--- src/sv/saa_pkg.sv ---
// Shared types and constants of the sexagesimal angle ALU.
// No dependencies; every file but the assertion header refers to it by scoped names.
package saa_pkg;

    typedef enum logic [1:0] {
        OP_ADD = 2'd0,
        OP_SUB = 2'd1,
        OP_MUL = 2'd2,
        OP_CMP = 2'd3
    } saa_op_t;

    // Operation and comparison flags that follow an item through the back end.
    typedef struct packed {
        saa_op_t op;
        logic    lt;
        logic    eq;
        logic    gt;
    } saa_ctrl_t;

    localparam int unsigned FIELD_BITS = 6;
    localparam int unsigned SEX_BASE   = 60;
    localparam int unsigned BASE_MAX   = 59;

    // Subtraction works on biased digits so that every partial stays unsigned.
    // The seconds bias of two bases is removed again by the minutes bias,
    // which is two short of two bases; degrees carry the remaining offset.
    localparam int unsigned SUB_SEC_BIAS = 120;
    localparam int unsigned SUB_MIN_BIAS = 118;
    localparam int unsigned SUB_DEG_LOW  = 2;

    // Depth of the queue between the front and the back; a power of two.
    localparam int unsigned QDEPTH = 2;

    function automatic int unsigned max_of(input int unsigned x, input int unsigned y);
        return (x > y) ? x : y;
    endfunction

endpackage

--- src/sv/saa_div60.sv ---
// Divides an unsigned value by 60 with a reciprocal multiply and one correction.
// Depends on saa_pkg for the base constant.
module saa_div60 #(
    parameter int unsigned W = 8
) (
    input  logic [W-1:0] x,
    output logic [W-6:0] q,
    output logic [5:0]   r
);

    localparam int unsigned MW = W - 5;
    localparam int unsigned PW = W + MW;
    localparam logic [MW-1:0] RECIP = MW'((2 ** W) / saa_pkg::SEX_BASE);

    logic [PW-1:0] prod;
    logic [MW-1:0] q_est;
    logic [W-1:0]  q_times;
    logic [6:0]    r_est;
    logic          fix;

    // The estimate is the true quotient or one below it, so the remainder
    // stays under two bases and a single subtract settles it.
    assign prod    = PW'(x) * PW'(RECIP);
    assign q_est   = prod[PW-1:W];
    assign q_times = W'(q_est) * W'(saa_pkg::SEX_BASE);
    assign r_est   = 7'(x - q_times);
    assign fix     = (r_est >= 7'(saa_pkg::SEX_BASE));
    assign q       = fix ? MW'(q_est + 1'b1) : q_est;
    assign r       = fix ? 6'(r_est - 7'(saa_pkg::SEX_BASE)) : 6'(r_est);

endmodule

--- src/sv/saa_front.sv ---
// Front end: takes operands from the input stream, compares them and forms
// the raw per-digit partials for the back end. Depends on saa_pkg.
module saa_front #(
    parameter int unsigned DEGREE_BITS = 16,
    parameter int unsigned FACTOR_BITS = 8
) (
    input  logic                              s_axis_tvalid,
    output logic                              s_axis_tready,
    // a_degrees, a_minutes, a_seconds, b_degrees, b_minutes, b_seconds, factor
    input  logic [((2*DEGREE_BITS+24+FACTOR_BITS+7)/8)*8-1:0] s_axis_tdata,
    // opcode
    input  logic [1:0]                        s_axis_tuser,
    input  logic                              q_full,
    output logic                              push,
    output saa_pkg::saa_ctrl_t                ctrl,
    output logic [saa_pkg::max_of(8, 6+FACTOR_BITS)-1:0]   s_raw,
    output logic [saa_pkg::max_of(8, 6+FACTOR_BITS):0]     m_raw,
    output logic [saa_pkg::max_of(DEGREE_BITS+FACTOR_BITS, DEGREE_BITS+1)+1:0] d_raw
);

    localparam int unsigned D  = DEGREE_BITS;
    localparam int unsigned F  = FACTOR_BITS;
    localparam int unsigned FB = saa_pkg::FIELD_BITS;
    localparam int unsigned WS = saa_pkg::max_of(8, 6 + F);
    localparam int unsigned WM = WS + 1;
    localparam int unsigned WD = saa_pkg::max_of(D + F, D + 1) + 2;

    localparam int unsigned A_MIN_LO = D;
    localparam int unsigned A_SEC_LO = D + FB;
    localparam int unsigned B_DEG_LO = D + 2 * FB;
    localparam int unsigned B_MIN_LO = 2 * D + 2 * FB;
    localparam int unsigned B_SEC_LO = 2 * D + 3 * FB;
    localparam int unsigned FAC_LO   = 2 * D + 4 * FB;

    logic [D-1:0]  a_degrees;
    logic [FB-1:0] a_minutes;
    logic [FB-1:0] a_seconds;
    logic [D-1:0]  b_degrees;
    logic [FB-1:0] b_minutes;
    logic [FB-1:0] b_seconds;
    logic [F-1:0]  factor;
    logic          lt;
    logic          eq;

    assign a_degrees = s_axis_tdata[D-1:0];
    assign a_minutes = s_axis_tdata[A_MIN_LO +: FB];
    assign a_seconds = s_axis_tdata[A_SEC_LO +: FB];
    assign b_degrees = s_axis_tdata[B_DEG_LO +: D];
    assign b_minutes = s_axis_tdata[B_MIN_LO +: FB];
    assign b_seconds = s_axis_tdata[B_SEC_LO +: FB];
    assign factor    = s_axis_tdata[FAC_LO +: F];

    assign s_axis_tready = !q_full;
    assign push          = s_axis_tvalid && !q_full;

    // The flags compare the raw fields, degrees first, then minutes, then seconds.
    assign eq = (a_degrees == b_degrees) && (a_minutes == b_minutes)
             && (a_seconds == b_seconds);
    assign lt = (a_degrees < b_degrees)
             || ((a_degrees == b_degrees)
                 && ((a_minutes < b_minutes)
                     || ((a_minutes == b_minutes) && (a_seconds < b_seconds))));

    always_comb
    begin
        ctrl.op = saa_pkg::saa_op_t'(s_axis_tuser);
        ctrl.lt = lt;
        ctrl.eq = eq;
        ctrl.gt = !lt && !eq;
    end

    always_comb
    begin
        s_raw = '0;
        m_raw = '0;
        d_raw = '0;
        case (ctrl.op)
            saa_pkg::OP_ADD:
            begin
                s_raw = WS'(a_seconds) + WS'(b_seconds);
                m_raw = WM'(a_minutes) + WM'(b_minutes);
                d_raw = WD'(a_degrees) + WD'(b_degrees);
            end
            saa_pkg::OP_SUB:
            begin
                s_raw = WS'(a_seconds) + WS'(saa_pkg::SUB_SEC_BIAS) - WS'(b_seconds);
                m_raw = WM'(a_minutes) + WM'(saa_pkg::SUB_MIN_BIAS) - WM'(b_minutes);
                // Degrees are offset by 2^D so the difference cannot wrap.
                d_raw = WD'(a_degrees) + (WD'(1) << D) - WD'(b_degrees);
            end
            saa_pkg::OP_MUL:
            begin
                s_raw = WS'(a_seconds) * WS'(factor);
                m_raw = WM'(a_minutes) * WM'(factor);
                d_raw = WD'(a_degrees) * WD'(factor);
            end
            default:
            begin
                s_raw = '0;
                m_raw = '0;
                d_raw = '0;
            end
        endcase
    end

endmodule

--- src/sv/saa_queue.sv ---
// Short first-in first-out queue that decouples the front end from the back end.
// Depends on saa_pkg for its depth.
module saa_queue #(
    parameter int unsigned W = 8
) (
    input  logic         clk,
    input  logic         rst_n,
    input  logic         push,
    input  logic [W-1:0] wdata,
    input  logic         pop,
    output logic         full,
    output logic         rvalid,
    output logic [W-1:0] rdata
);

    localparam int unsigned DEPTH = saa_pkg::QDEPTH;
    localparam int unsigned PW    = (DEPTH > 1) ? $clog2(DEPTH) : 1;
    localparam int unsigned CW    = $clog2(DEPTH + 1);

    logic [W-1:0]  slot_reg [DEPTH];
    logic [PW-1:0] wr_ptr_reg;
    logic [PW-1:0] wr_ptr_next;
    logic [PW-1:0] rd_ptr_reg;
    logic [PW-1:0] rd_ptr_next;
    logic [CW-1:0] count_reg;
    logic [CW-1:0] count_next;

    assign full   = (count_reg == CW'(DEPTH));
    assign rvalid = (count_reg != '0);
    assign rdata  = slot_reg[rd_ptr_reg];

    always_comb
    begin
        wr_ptr_next = push ? PW'(wr_ptr_reg + 1'b1) : wr_ptr_reg;
        rd_ptr_next = pop ? PW'(rd_ptr_reg + 1'b1) : rd_ptr_reg;
        count_next  = count_reg;
        if (push && !pop)
        begin
            count_next = CW'(count_reg + 1'b1);
        end
        else if (pop && !push)
        begin
            count_next = CW'(count_reg - 1'b1);
        end
    end

    always_ff @(posedge clk or negedge rst_n)
    begin
        if (!rst_n)
        begin
            wr_ptr_reg <= '0;
            rd_ptr_reg <= '0;
            count_reg  <= '0;
        end
        else
        begin
            wr_ptr_reg <= wr_ptr_next;
            rd_ptr_reg <= rd_ptr_next;
            count_reg  <= count_next;
        end
    end

    always_ff @(posedge clk)
    begin
        if (push)
        begin
            slot_reg[wr_ptr_reg] <= wdata;
        end
    end

endmodule

--- src/sv/saa_back.sv ---
// Back end: normalizes seconds, then minutes and degrees, and holds the result
// in the output register. Depends on saa_pkg and saa_div60.
module saa_back #(
    parameter int unsigned DEGREE_BITS = 16,
    parameter int unsigned FACTOR_BITS = 8
) (
    input  logic                 clk,
    input  logic                 rst_n,
    input  logic                 q_valid,
    output logic                 q_pop,
    input  saa_pkg::saa_ctrl_t   q_ctrl,
    input  logic [saa_pkg::max_of(8, 6+FACTOR_BITS)-1:0]   q_s_raw,
    input  logic [saa_pkg::max_of(8, 6+FACTOR_BITS):0]     q_m_raw,
    input  logic [saa_pkg::max_of(DEGREE_BITS+FACTOR_BITS, DEGREE_BITS+1)+1:0] q_d_raw,
    output logic                 m_axis_tvalid,
    input  logic                 m_axis_tready,
    // r_degrees, r_minutes, r_seconds, overflow, a_less, a_equal, a_greater
    output logic [((DEGREE_BITS+16+7)/8)*8-1:0] m_axis_tdata
);

    localparam int unsigned D     = DEGREE_BITS;
    localparam int unsigned F     = FACTOR_BITS;
    localparam int unsigned FB    = saa_pkg::FIELD_BITS;
    localparam int unsigned WS    = saa_pkg::max_of(8, 6 + F);
    localparam int unsigned WM    = WS + 1;
    localparam int unsigned WD    = saa_pkg::max_of(D + F, D + 1) + 2;
    localparam int unsigned OUT_W = ((D + 16 + 7) / 8) * 8;

    localparam logic [WD-1:0] DEG_MAX   = WD'({D{1'b1}});
    localparam logic [WD-1:0] SUB_FLOOR = (WD'(1) << D) + WD'(saa_pkg::SUB_DEG_LOW);

    // Stage 1 registers.
    logic               s1_valid_reg;
    logic               s1_valid_next;
    saa_pkg::saa_ctrl_t s1_ctrl_reg;
    logic [WM-1:0]      s1_m_reg;
    logic [FB-1:0]      s1_sec_reg;
    logic [WD-1:0]      s1_d_reg;

    // Output registers.
    logic               out_valid_reg;
    logic               out_valid_next;
    logic [D-1:0]       out_deg_reg;
    logic [FB-1:0]      out_min_reg;
    logic [FB-1:0]      out_sec_reg;
    logic               out_ovf_reg;
    saa_pkg::saa_ctrl_t out_ctrl_reg;

    logic               out_free;
    logic               s1_load;
    logic [WS-6:0]      sec_carry;
    logic [FB-1:0]      sec_rem;
    logic [WM-1:0]      m_sum;
    logic [WM-6:0]      min_carry;
    logic [FB-1:0]      min_rem;
    logic [WD-1:0]      d_sum;
    logic [WD-1:0]      d_val;
    logic               clamp;
    logic               sat;
    logic [D-1:0]       r_deg;
    logic [FB-1:0]      r_min;
    logic [FB-1:0]      r_sec;
    logic               r_ovf;

    assign out_free = !out_valid_reg || m_axis_tready;
    assign s1_load  = !s1_valid_reg || out_free;
    assign q_pop    = q_valid && s1_load;

    assign s1_valid_next  = s1_load ? q_valid : s1_valid_reg;
    assign out_valid_next = out_free ? s1_valid_reg : out_valid_reg;

    saa_div60 #(.W(WS)) u_sec_div (
        .x (q_s_raw),
        .q (sec_carry),
        .r (sec_rem)
    );

    assign m_sum = q_m_raw + WM'(sec_carry);

    saa_div60 #(.W(WM)) u_min_div (
        .x (s1_m_reg),
        .q (min_carry),
        .r (min_rem)
    );

    assign d_sum = s1_d_reg + WD'(min_carry);

    always_comb
    begin
        clamp = 1'b0;
        d_val = d_sum;
        case (s1_ctrl_reg.op)
            saa_pkg::OP_SUB:
            begin
                // Below the floor the difference is negative: a was less than b.
                clamp = (d_sum < SUB_FLOOR);
                d_val = d_sum - SUB_FLOOR;
            end
            saa_pkg::OP_CMP:
            begin
                clamp = 1'b1;
            end
            default:
            begin
                clamp = 1'b0;
                d_val = d_sum;
            end
        endcase
        sat = !clamp && (d_val > DEG_MAX);
    end

    always_comb
    begin
        if (clamp)
        begin
            r_deg = '0;
            r_min = '0;
            r_sec = '0;
            r_ovf = 1'b0;
        end
        else if (sat)
        begin
            r_deg = '1;
            r_min = FB'(saa_pkg::BASE_MAX);
            r_sec = FB'(saa_pkg::BASE_MAX);
            r_ovf = 1'b1;
        end
        else
        begin
            r_deg = d_val[D-1:0];
            r_min = min_rem;
            r_sec = s1_sec_reg;
            r_ovf = 1'b0;
        end
    end

    always_ff @(posedge clk or negedge rst_n)
    begin
        if (!rst_n)
        begin
            s1_valid_reg  <= 1'b0;
            out_valid_reg <= 1'b0;
        end
        else
        begin
            s1_valid_reg  <= s1_valid_next;
            out_valid_reg <= out_valid_next;
        end
    end

    always_ff @(posedge clk)
    begin
        if (q_pop)
        begin
            s1_ctrl_reg <= q_ctrl;
            s1_m_reg    <= m_sum;
            s1_sec_reg  <= sec_rem;
            s1_d_reg    <= q_d_raw;
        end
        if (out_free && s1_valid_reg)
        begin
            out_deg_reg  <= r_deg;
            out_min_reg  <= r_min;
            out_sec_reg  <= r_sec;
            out_ovf_reg  <= r_ovf;
            out_ctrl_reg <= s1_ctrl_reg;
        end
    end

    assign m_axis_tvalid = out_valid_reg;
    assign m_axis_tdata  = OUT_W'({out_ctrl_reg.gt, out_ctrl_reg.eq, out_ctrl_reg.lt,
                                   out_ovf_reg, out_sec_reg, out_min_reg, out_deg_reg});

endmodule

--- src/sv/sexagesimal_angle_alu.sv ---
// Top level of the sexagesimal angle ALU: front end, queue and back end.
// Depends on saa_pkg, saa_front, saa_queue, saa_back and saa_div60.
//
//   Channel   Direction  Carries
//   s_axis    in         tuser: opcode; tdata: both operands and the factor
//   m_axis    out        tdata: result digits, overflow and compare flags
//
// One item is accepted every cycle while the queue has room; the queue and the
// two back-end stages hold no shared unit, so while m_axis_tready is high the sustained rate is one per cycle.
// An accepted item passes through a queue slot, stage 1 and the output register.
// Reset clears the queue pointers and count and the stage valid bits; nothing else is kept.
// With m_axis_tready low the output register holds, stage 1 and then the
// two-entry queue fill, and s_axis_tready drops once both queue entries wait.
module sexagesimal_angle_alu #(
    parameter int unsigned DEGREE_BITS = 16,
    parameter int unsigned FACTOR_BITS = 8
) (
    input  logic clk,
    input  logic rst_n,
    input  logic s_axis_tvalid,
    output logic s_axis_tready,
    // a_degrees, a_minutes, a_seconds, b_degrees, b_minutes, b_seconds, factor
    input  logic [((2*DEGREE_BITS+24+FACTOR_BITS+7)/8)*8-1:0] s_axis_tdata,
    // opcode
    input  logic [1:0] s_axis_tuser,
    output logic m_axis_tvalid,
    input  logic m_axis_tready,
    // r_degrees, r_minutes, r_seconds, overflow, a_less, a_equal, a_greater
    output logic [((DEGREE_BITS+16+7)/8)*8-1:0] m_axis_tdata
);

    localparam int unsigned D      = DEGREE_BITS;
    localparam int unsigned F      = FACTOR_BITS;
    localparam int unsigned WS     = saa_pkg::max_of(8, 6 + F);
    localparam int unsigned WM     = WS + 1;
    localparam int unsigned WD     = saa_pkg::max_of(D + F, D + 1) + 2;
    localparam int unsigned CTRL_W = $bits(saa_pkg::saa_ctrl_t);
    localparam int unsigned Q_W    = CTRL_W + WS + WM + WD;

    logic               push;
    logic               q_full;
    logic               q_valid;
    logic               q_pop;
    logic [Q_W-1:0]     q_wdata;
    logic [Q_W-1:0]     q_rdata;
    saa_pkg::saa_ctrl_t f_ctrl;
    logic [WS-1:0]      f_s_raw;
    logic [WM-1:0]      f_m_raw;
    logic [WD-1:0]      f_d_raw;
    saa_pkg::saa_ctrl_t b_ctrl;
    logic [WS-1:0]      b_s_raw;
    logic [WM-1:0]      b_m_raw;
    logic [WD-1:0]      b_d_raw;

    saa_front #(
        .DEGREE_BITS (DEGREE_BITS),
        .FACTOR_BITS (FACTOR_BITS)
    ) u_front (
        .s_axis_tvalid (s_axis_tvalid),
        .s_axis_tready (s_axis_tready),
        .s_axis_tdata  (s_axis_tdata),
        .s_axis_tuser  (s_axis_tuser),
        .q_full        (q_full),
        .push          (push),
        .ctrl          (f_ctrl),
        .s_raw         (f_s_raw),
        .m_raw         (f_m_raw),
        .d_raw         (f_d_raw)
    );

    assign q_wdata = {f_ctrl, f_s_raw, f_m_raw, f_d_raw};

    saa_queue #(.W(Q_W)) u_queue (
        .clk    (clk),
        .rst_n  (rst_n),
        .push   (push),
        .wdata  (q_wdata),
        .pop    (q_pop),
        .full   (q_full),
        .rvalid (q_valid),
        .rdata  (q_rdata)
    );

    assign b_ctrl  = saa_pkg::saa_ctrl_t'(q_rdata[Q_W-1 -: CTRL_W]);
    assign b_s_raw = q_rdata[WM+WD +: WS];
    assign b_m_raw = q_rdata[WD +: WM];
    assign b_d_raw = q_rdata[WD-1:0];

    saa_back #(
        .DEGREE_BITS (DEGREE_BITS),
        .FACTOR_BITS (FACTOR_BITS)
    ) u_back (
        .clk           (clk),
        .rst_n         (rst_n),
        .q_valid       (q_valid),
        .q_pop         (q_pop),
        .q_ctrl        (b_ctrl),
        .q_s_raw       (b_s_raw),
        .q_m_raw       (b_m_raw),
        .q_d_raw       (b_d_raw),
        .m_axis_tvalid (m_axis_tvalid),
        .m_axis_tready (m_axis_tready),
        .m_axis_tdata  (m_axis_tdata)
    );

endmodule

--- config.mk ---
export PLATFORM = sky130hd
export DESIGN_NAME = sexagesimal_angle_alu
export DESIGN_NICKNAME = d
export VERILOG_FILES = /design/src/sv/saa_pkg.sv /design/src/sv/saa_div60.sv /design/src/sv/saa_front.sv /design/src/sv/saa_queue.sv /design/src/sv/saa_back.sv /design/src/sv/sexagesimal_angle_alu.sv
export SDC_FILE = /design/constraint.sdc
export NUM_CORES = 1
export LEC_CHECK = 0
export BUFFER_PORTS_ARGS = -buffer_cell sky130_fd_sc_hd__buf_2
export CAP_MARGIN = 20
export CORE_MARGIN = 1
export CORE_UTILIZATION = 29
export CTS_CLUSTER_SIZE = 24
export DETAILED_ROUTE_END_ITERATION = 10
export PLACE_DENSITY = 0.42
export SLEW_MARGIN = 20
export SYNTH_ARGS = -nofsm -noshare
export SYNTH_HDL_FRONTEND = slang
export SYNTH_HIERARCHICAL = 1
export SYNTH_SLANG_ARGS = --single-unit
--- constraint.sdc ---
create_clock -name clk -period 12.5 [get_ports clk]
set_clock_uncertainty 0.05 [all_clocks]
set_input_delay 0.625 -clock clk [delete_from_list [all_inputs] [get_ports clk]]
set_output_delay 0.625 -clock clk [all_outputs]
set_load 0.01 [all_outputs]
# Word-level counts from Yosys, hierarchy flattened

Memories as Yosys holds them, arrays and structs flattened.
Cells that the tools add are included.

Memories kept: 1
Output and inout bits: 34
Input bits: 70
Register bits: 90
Word-level logic and storage cells: 110
Bits in writable memories: 120

Memory list:

| name             | depth | width | rd ports | clocked after Yosys merged registers in | wr ports | RTL line        | text |
|---|---|---|---|---|---|---|---|
| u_queue.slot_reg | 2     | 60    | 1        | 0                                       | 1        | saa_queue.sv:20 | `logic [W-1:0] slot_reg [DEPTH];` |

Reductions and logical operators: 27
Equal/unequal tests: 8
Order comparisons: 7
Muxes and demuxes: 17
Multiply operators: 7
$add $sub $neg: 22

Operator list:

| kind                                                 | count |
|---|---|
| case mux 26 bit (3 select lines)                     | 1 |
| case mux 15 bit (3 select lines)                     | 1 |
| case mux 14 bit (3 select lines)                     | 1 |
| multiplier 6 x 8 -> 14 bit                           | 2 |
| adder 26 x 10 -> 26 bit                              | 1 |
| > comparator 26 x 16 -> 1 bit, second input constant | 1 |
| < comparator 26 x 17 -> 1 bit, second input constant | 1 |
| two-way mux 26 bit                                   | 1 |
| subtractor 26 x 16 -> 26 bit                         | 1 |
| subtractor 26 x 17 -> 26 bit, second input constant  | 1 |
| multiplier 15 x 9 -> 24 bit, second input constant   | 1 |
| multiplier 16 x 8 -> 24 bit                          | 1 |
| two-way mux 6 bit                                    | 4 |
| multiplier 14 x 9 -> 23 bit, second input constant   | 1 |
| adder 16 x 17 -> 18 bit, second input constant       | 1 |
| adder 16 x 16 -> 17 bit                              | 1 |
| adder 6 x 7 -> 8 bit, second input constant          | 2 |
| == test 16 bit                                       | 1 |
| < comparator 16 bit                                  | 1 |
| two-way mux 16 bit                                   | 1 |
| adder 15 x 9 -> 15 bit                               | 1 |
| subtractor 15 x 6 -> 15 bit                          | 1 |
| adder 6 x 6 -> 7 bit                                 | 2 |
| >= comparator 7 x 6 -> 1 bit, second input constant  | 2 |
| other kinds (25)                                     | 57 |

# Longest topological paths before layout

Gate-level depths: netlist of run 1.

Word-level depth: 11
Mapped depth: 42
Mapped depth without buffers: 39

# Cells and area by module

Netlist of run 1, hierarchy kept.

By module, submodules not included:

| module                       | area an instance (sq um) | times used | cells an instance |
|---|---|---|---|
| saa_front                    | 10304.9                  | 1          | 1328 |
| saa_back                     | 5068.6                   | 1          | 453 |
| saa_queue                    | 4820.9                   | 1          | 203 |
| saa_div60 (u_back.u_min_div) | 1879.3                   | 1          | 216 |
| saa_div60 (u_back.u_sec_div) | 1799.2                   | 1          | 205 |

# Least setup slack after synthesis of run 1

No wires, ideal clock.

Path kind: register to register
Start: register u_back.s1_m_reg[3]
End: register u_back.out_deg_reg[3] (data pin)
Data required time: 12176 ps
Data arrival time: 9490 ps
Stages on the path, launching flop included: 37
Period minus slack after synthesis: 9814 ps
Path slack: 2686 ps
Cells stage by stage: edfxtp_1 > ha_1 > fa_1 > ha_1 > ha_1 > a21o_1 > a21oi_1 > o21ai_0 > a21oi_1 > inv_1 > a21oi_1 > xnor2_1 > inv_1 > fa_1 > fa_1 > fa_1 > ha_1 > a21boi_0 > nor3_4 > nor2_1 > or4_4 > nand2b_1 > mux2i_1 > xnor2_1 > ha_1 > clkbuf_1 > a21oi_1 > o21ai_1 > or2_2 > o221ai_1 > nand4_4 > or4_4 > a2111oi_4 > o22ai_1 > nor4b_4 > buf_4 > a31oi_1

Cells in the longest elaborated chain, start to end: 11
Elaborated cells between the ends (all ways): 15
Those cells by class: add/sub: 4; mul: 2; order compare: 3; mux: 4; reduce/logical: 2

Ends and longest elaborated chain:

| item                                                                                 | RTL line                       | text |
|---|---|---|
| start, declared                                                                      | saa_back.sv:36                 | `logic [WM-1:0] s1_m_reg;` |
| start signal, assigned                                                               | saa_back.sv:156                | `s1_m_reg <= m_sum;` |
| multiplier 15 x 9 -> 24 bit                                                          | saa_div60.sv:23                | `assign prod = PW'(x) * PW'(RECIP);` |
| multiplier 10 x 4 -> 5 bit                                                           | saa_div60.sv:25                | `assign q_times = W'(q_est) * W'(saa_pkg::SEX_BASE);` |
| subtractor 7 bit                                                                     | saa_div60.sv:26                | `assign r_est = 7'(x - q_times);` |
| >= comparator 7 x 6 -> 1 bit                                                         | saa_div60.sv:27                | `assign fix = (r_est >= 7'(saa_pkg::SEX_BASE));` |
| two-way mux 10 bit (*)                                                               | saa_div60.sv:28                | `assign q = fix ? MW'(q_est + 1'b1) : q_est;` |
| net u_back.min_carry[6]                                                              | saa_back.sv:54                 | `logic [WM-6:0] min_carry;` |
| adder 26 x 10 -> 26 bit (*)                                                          | saa_back.sv:86                 | `assign d_sum = s1_d_reg + WD'(min_carry);` |
| subtractor 26 x 17 -> 26 bit / < comparator 26 x 17 -> 1 bit (equally long branches) | saa_back.sv:97, saa_back.sv:96 |  |
| two-way mux 26 bit / case mux 1 bit (2 select lines) (equally long branches)         | saa_back.sv:92                 | `case (s1_ctrl_reg.op)` |
| > comparator 26 x 16 -> 1 bit / logical NOT 1 bit (equally long branches)            | saa_back.sv:109                | `sat = !clamp && (d_val > DEG_MAX);` |
| logical AND 1 bit                                                                    | saa_back.sv:109                |  |
| two-way mux 16 bit                                                                   | saa_back.sv:121                | `else if (sat)` |
| end signal, assigned                                                                 | saa_back.sv:162                | `out_deg_reg <= r_deg;` |
| end, declared                                                                        | saa_back.sv:43                 | `logic [D-1:0] out_deg_reg;` |

The timed path passes the listed nets; every way through them passes the cells marked *.
A chain may end at the register's enable or synchronous reset.

# Worst setup path after layout of run 1

Start: register u_back.s1_m_reg[3]
End: register u_back.out_deg_reg[0] (data pin)

The elaborated chain is that of the path after synthesis.

==> results.toml, run 1 <==
[synthesis]
synth_flop_cell = "edfxtp_1"
yosys.cell_types.count = 103
synth_compound_area_frac = 0.1245
synth_most_common_cell = "inv_1"
synthTopCellsByArea = "edfxtp_1, ha_1, fa_1"
synth_seq_cells = 210
netlist_area_um2 = 23870
syn_inst = 2405
synth_top_family_by_area = "adder cells"
synthAdderAreaFrac = 0.2908
yosysTopAreaCell = "edfxtp_1"
avgSynthCellArea_um2 = 9.926
synth-async-reset-ratio = 0.02857
synth-simple-area-share = 0.1412
synthDominantCellAreaShare = 0.2566
synth_edf_count = 204
synth_commonest_cells = "inv_1, ha_1, edfxtp_1"
seq_area_frac_synth = 0.2629
synth_mux_area_frac = 0.04366
yosysWarnings = 6
synth_xor_area_frac = 0.06232

[global_routing]
use_met3 = 0.009921
gr-usage-all-layers = 0.1457
antenna_found_initial = 1
grtUsageMet2 = 0.2506
grt-ovfl-total = 0
grt_pass1_vias = 17460
grt_pass1_wl_um = 96490
busiest_layer = "met2"
grtUsageMet1 = 0.2015
grt_max_degree = 61

[finish]
seq_area_um2 = 6280
fill_cells = 8378
largest_reg_flops = 120
antennaDiodeCount = 0
layout.nets = 2976
drive_gt1_frac = 0.1136
synthToLayoutAreaGrowth_pct = 9.471
multi_input_area_um2 = 15870

[critical_path]
cp_max_fo = 29
crit_type = "flop to flop"
end_kind = "flop"
cp_slowest_stage_delay_ps = 920
critPathLaunchType = "flop"
cp_num_buf_inv = 2
critPathSlowestCell = "a211oi_4"
cpLargestDelayFamily = "compound AO/OA/AOI/OAI gates"
startpoint = "u_back/s1_m_reg[3]"
r2r_start = "u_back/s1_m_reg[3]"
crit_required_ps = 12660
critPathArrivalTime_ps = 11260

[detailed_routing]
viasPerCell = 4.753
dr.pass1.iters = 5
route.detailed.drc = 0
vias = 16760
wl_per_cell_um = 17.18
first_iter_violations = 882
totalWireLength_um = 60570
ant_nets = 0

[die]
die_y_um = 288.9
core_area_um2 = 80940
row_count = 104
io_pins = 104
fp.dieW_um = 288.9
initial_utilization = 0.2950
die_area_um2 = 83470

[sta]
tightest_slew_ps = 1084
post-route-period-util = 0.8877
max-slew-margin-rel = 0.2753
finalSetupViolations = 0
finalCriticalPeriod_ps = 11100
slew_viol_final = 0
hold_viol = 0
tns_ps = 0
fmax_mhz = 90.12
rsz0062_at_grt = "false"

[clock_tree]
numCtsBuffers = 22
htree_levels = 1
cts.sinks = 210
clk_latency_ps = 520
cts_tree = "done"
clockBufferDepth = 3
root_buffer = "clkbuf_16"
clk_pin_slew_worst_paths_ps = 60

[placed_design]
dpl.hpwl_um = 49040
port_buffers = 103
gp_congestion = 0.8283

[outcome]
status = "completed"

[hold_path]
hold_class = "input pin to flop"
min-delay-start = "m_axis_tready"

[run]
drv_cap = 0
through the flow:
| stage | utilization | setup slack, ps | cell area, um2 | hold slack, ps | cells |
|---|---|---|---|---|---|
| 4_1_cts | 0.3229 | 1421 | 26130 | 328.6 | 3525 |
| 6_report | 0.3229 | 1403 | 26130 | 349.0 | 3525 |
| 3_5_place_dp | 0.3126 | 1479 | 25300 | 364.3 | 3484 |
| 2_1_floorplan | - | 2686 | 23880 | 279.4 | 2407 |
| 5_1_grt | 0.3229 | 611.0 | 26130 | 363.0 | 3525 |
| 3_3_place_gp | 0.3126 | 1635 | 25300 | 358.1 | 3484 |
path summary, 6_finish.rpt:
kind	end	slack, ps	cells after the start
max	u_back/out_deg_reg[0]	1400	33
min	u_back/m_axis_tvalid	350	3
max reg2reg	u_back/out_deg_reg[0]	1400	33
min reg2reg	u_back/m_axis_tdata[29]	380	0
max in group asynchronous	u_queue/rd_ptr_reg	11780	2
min in group asynchronous	u_queue/rd_ptr_reg	430	2
layout by cell type, fill, tap and decap left out, types with 40 or more instances in the layout:
master and count:
nand2_1 166, nor2_1 100, edfxtp_1 204, fa_1 163
and2_1 146, a21oi_1 121, mux2_4 59, inv_1 327
nand3_1 40, xor2_1 53, buf_2 103, o21ai_0 74
xnor2_1 98, ha_1 294
worst min-delay path, cell delays in order:
cell and delay (ps):
buf_2 80, nand2b_1 110, nand2b_1 60
cells by family (layout without fill, tap and decap cells):
kind of cell	count (synthesis)	in the layout
DFF	210	210
and+or+nand+nor	634	634
other	1	3
muxes	74	74
adders and majority gates	457	457
AOI/OAI and AO/OA	443	443
xor gates and xnor gates	160	160
buffers and inverters	426	484
metal layers:
metal / wire [um] / share of wire / vias to the layer above
li1: - / - / 8337
met1: 29380 / 0.49 / 8112
met2: 28660 / 0.47 / 270
met3: 1642 / 0.027 / 37
met4: 883 / 0.015 / 0
met5: 0 / 0 / -
cell type report:
| cell class | instances | area share |
|---|---|---|
| clock inverters | 16 | 0.009288 |
| clock buffers | 24 | 0.02217 |
| multi-input cells | 1771 | 0.6071 |
| inverters | 330 | 0.04740 |
| repair buffers | 114 | 0.02298 |
| well taps | 1060 | 0.05075 |
| flip-flops and latches | 210 | 0.2403 |
repair_timing:
action	CTS	global route
hold buffers	1	0
buffers inserted	0	0
gates resized for setup	0	0
hold endpoints to repair	6	0
Power of run 1 is not shown: default switching activity piles up to over one toggle a cycle in this logic, so the estimate is an artifact.
==> inputs of run 2 (changes only) <==
Settings changed: CELL_PAD_IN_SITES_DETAIL_PLACEMENT from default to 0, CELL_PAD_IN_SITES_GLOBAL_PLACEMENT from default to 2, PLACE_DENSITY 0.42 to 0.58.
==> results.toml, run 2 (synthesized netlist as in run 1, its figures left out) <==
[clock_tree]
cts.sinks = 210
root_buffer = "clkbuf_16"
cts_tree = "done"
clk_pin_slew_worst_paths_ps = 60
clk_latency_ps = 520
numCtsBuffers = 23
cts_resized = 0
clockBufferDepth = 3
htree_levels = 1

[global_routing]
grt_pass1_vias = 17480
grt-ovfl-total = 0
antenna_found_initial = 2
gr-usage-all-layers = 0.1484
grt_max_degree = 61
grt_pass1_wl_um = 98190

[die]
initial_utilization = 0.2950
row_count = 104
core_area_um2 = 80940
die_y_um = 288.9
die_area_um2 = 83470
io_pins = 104
fp.dieW_um = 288.9

[sta]
max-slew-margin-rel = 0.3480
hold_viol = 0
tightest_slew_ps = 975.9
tns_ps = 0
rsz0062_at_grt = "false"
slew_viol_final = 0
finalSetupViolations = 0
finalCriticalPeriod_ps = 11100
post-route-period-util = 0.8884
fmax_mhz = 90.05

[finish]
final_cells = 3528
drive_gt1_frac = 0.1127
layout.nets = 2978
final_common_cell = "inv_1"
post-route-util = 0.3221
largest_reg_flops = 120
final_cell_mix = "inv_1, ha_1, edfxtp_1, nand2_1, fa_1"
synthToLayoutAreaGrowth_pct = 9.214

[hold_path]
hold_depth = 3
hold_class = "input pin to flop"

[placed_design]
gp_congestion = 0.7947
placed_cells = 3484
dpl.hpwl_um = 49860
port_buffers = 103

[critical_path]
ff2ff_path_depth = 35
cp_max_fo = 15
critPathMostFrequentCell = "ha_1"
critPathArrivalTime_ps = 11270
critPathLaunchType = "flop"
end_kind = "flop"
cp_slowest_stage_delay_ps = 710
critPathSlowestCell = "o41ai_1"
crit_type = "flop to flop"
crit_required_ps = 12670

[detailed_routing]
viasPerCell = 4.751
totalWireLength_um = 61570
ant_nets = 0
route.detailed.drc = 0
vias = 16760
dr.pass1.iters = 6
first_iter_violations = 897
wl_per_cell_um = 17.45

[outcome]
status = "completed"

[run]
drv_cap = 0
==> run 2: per-stage QoR <==
step / instance area [um2] / hold slack [ps] / setup WS, ps
2_1_floorplan: 23880 / 279.4 / 2686
3_3_place_gp: 25300 / 412.7 / 1341
3_5_place_dp: 25310 / 418.2 / 1425
4_1_cts: 26060 / 315.3 / 1398
5_1_grt: 26070 / 351.3 / 698.0
6_report: 26070 / 349.7 / 1395
==> run 2: layer usage <==
metal  share of wire  wire, um  vias up  track usage
li1                -         -     8336            -
met1            0.51     31130     8152       0.2116
met2            0.46     28150      229       0.2491
met3           0.024      1452       44     0.008740
met4           0.013       827        2      0.02579
met5         0.00016        10        -            0
==> run 2: cell type report <==
type / count / area (um2)
fillers: 8431 / 54870
multi-input cells: 1771 / 15870
flip-flops and latches: 210 / 6280
well taps: 1060 / 1326
inverters: 330 / 1239
repair buffers: 115 / 615.6
clock buffers: 26 / 596.8
clock inverters: 15 / 145.1
diodes: 1 / 2.502
==> run 2: timing repair <==
item / 4_1_cts / 5_1_grt
setup buffers: 0 / 0
hold buffers: 1 / 0
endpoints found under the hold margin: 6 / 0
==> run 2: worst paths after layout <==
kind	from	to	slack, ps
worst max register to register	u_back/s1_m_reg[3]	u_back/out_min_reg[0]	1400
worst min register to register	u_queue/count_reg[1]	u_queue/count_reg[1]	430
min in group asynchronous	rst_n	u_queue/wr_ptr_reg	430
worst max-delay path	u_back/s1_m_reg[3]	u_back/out_min_reg[0]	1400
max in group asynchronous	rst_n	u_queue/rd_ptr_reg	11780
worst min-delay path	m_axis_tready	u_back/m_axis_tvalid	350
==> run 2: worst max-delay path, delay by kind of cell (launching register included) <==
family,cells,cell delay [ps]
adders and majority gates,9,3650
xor gates and xnor gates,4,860
AOI/OAI and AO/OA,12,3080
and+or+nand+nor,7,2290
DFF,1,420
buffers and inverters,3,450
Power of run 2 is left out for the same reason.
==> inputs of run 3 (changes only) <==
Settings changed: CELL_PAD_IN_SITES_DETAIL_PLACEMENT 0 to 1, CELL_PAD_IN_SITES_GLOBAL_PLACEMENT 2 to 1, PLACE_DENSITY 0.58 to 0.5, RECOVER_POWER from default to 100.
==> results.toml, run 3 (synthesized netlist as in run 1, its figures left out) <==
[detailed_routing]
vias = 17000
totalWireLength_um = 64210
wl_per_cell_um = 18.21
ant_nets = 0
dr.pass1.iters = 4
route.detailed.drc = 0
viasPerCell = 4.822
first_iter_violations = 597

[clock_tree]
clockBufferDepth = 3
clk_latency_ps = 510
cts.sinks = 210
cts_tree = "done"
cts_resized = 0
postCtsSetupBuffers = 0
root_buffer = "clkbuf_16"
cts_hold_buf = 1
numCtsBuffers = 23
clk_pin_slew_worst_paths_ps = 60
htree_levels = 1

[global_routing]
antenna_found_initial = 1
grt_pass1_wl_um = 102600
grt_pass1_vias = 18710
grt-ovfl-total = 0
gr-usage-all-layers = 0.1540
grt_max_degree = 61

[critical_path]
crit_required_ps = 12660
end_kind = "flop"
critPathMostFrequentCell = "ha_1"
r2r_slack_ps = 1130
cp.depth = 35
critPathLaunchType = "flop"
ff2ff_path_depth = 35
cp_max_fo = 18
cpLargestDelayFamily = "adder cells"
cp_num_buf_inv = 3
critPathArrivalTime_ps = 11530
cp_slowest_stage_delay_ps = 720
crit_type = "flop to flop"
critPathSlowestCell = "o41ai_1"

[finish]
final_common_cell = "inv_1"
fin_area_um2 = 25840
antennaDiodeCount = 0
layout.nets = 2977
largest_reg_flops = 120
final_cell_mix = "inv_1, ha_1, edfxtp_1, nand2_1, fa_1"
synthToLayoutAreaGrowth_pct = 8.223
drive_gt1_frac = 0.07543

[placed_design]
dpl.hpwl_um = 52040
gp_congestion = 0.7955
place_worst_setup_slack_ps = 1323
port_buffers = 103
dpl-instance-area_um2 = 25300

[sta]
tightest_slew_ps = 3521
slew_viol_final = 420
hold_slack_ps = 354.3
post-route-period-util = 0.9099
tns_ps = 0
rsz0062_at_grt = "false"
finalCriticalPeriod_ps = 11370
worst_slack_ps = 1126
hold_viol = 0
fmax_mhz = 87.92
finalSetupViolations = 0
max-slew-margin-rel = -1.348

[die]
row_count = 104
fp.dieW_um = 288.9
die_y_um = 288.9
io_pins = 104
initial_utilization = 0.2950
die_area_um2 = 83470
core_area_um2 = 80940

[outcome]
status = "finished with violations"
violations = "max-capacitance violations, max-slew violations"

[hold_path]
hold_class = "input pin to flop"
hold_depth = 3

[run]
drv_cap = 10
-- run 3: worst register-to-register path: cells and delay by family (launching register included) --
family / cells / cell delay (ps)
AOI/OAI and AO/OA: 13 / 3330
and+or+nand+nor: 6 / 2180
DFF: 1 / 430
xor gates and xnor gates: 4 / 860
adders and majority gates: 9 / 3680
buffers and inverters: 3 / 540
-- run 3: through the flow --
stage	instances	utilization
3_5_place_dp	3483	0.3125
2_1_floorplan	2407	-
3_3_place_gp	3482	0.3124
5_1_grt	3526	0.3192
4_1_cts	3525	0.3226
6_report	3526	0.3192
-- run 3: layout make-up --
class,instances,area [um2]
Clock buffer,25,583.1
Clock inverter,16,221.5
Fill cell,9250,55100
Inverter,330,1239
Multi-Input combinational cell,1771,15670
Sequential cell,210,6276
Tap cell,1060,1326
Timing Repair Buffer,114,525.5
-- run 3: worst paths after layout --
check	start	endpoint
worst max-delay path	u_back/s1_m_reg[3]	u_back/out_sec_reg[5]
worst min-delay path	m_axis_tready	u_back/m_axis_tvalid
worst max register to register	u_back/s1_m_reg[3]	u_back/out_sec_reg[5]
worst min register to register	u_queue/count_reg[1]	u_queue/count_reg[1]
max in group asynchronous	rst_n	u_queue/rd_ptr_reg
min in group asynchronous	rst_n	u_queue/count_reg[0]
-- run 3: metal layers --
layer  GRT usage  vias up  wire length [um]
met2      0.2668      172             30260
met4     0.02632        0               852
met1      0.2143     8462             31950
met3    0.007323       54              1142
li1            -     8314                 -
met5           0        -                 0
Power of run 3 is left out for the same reason.
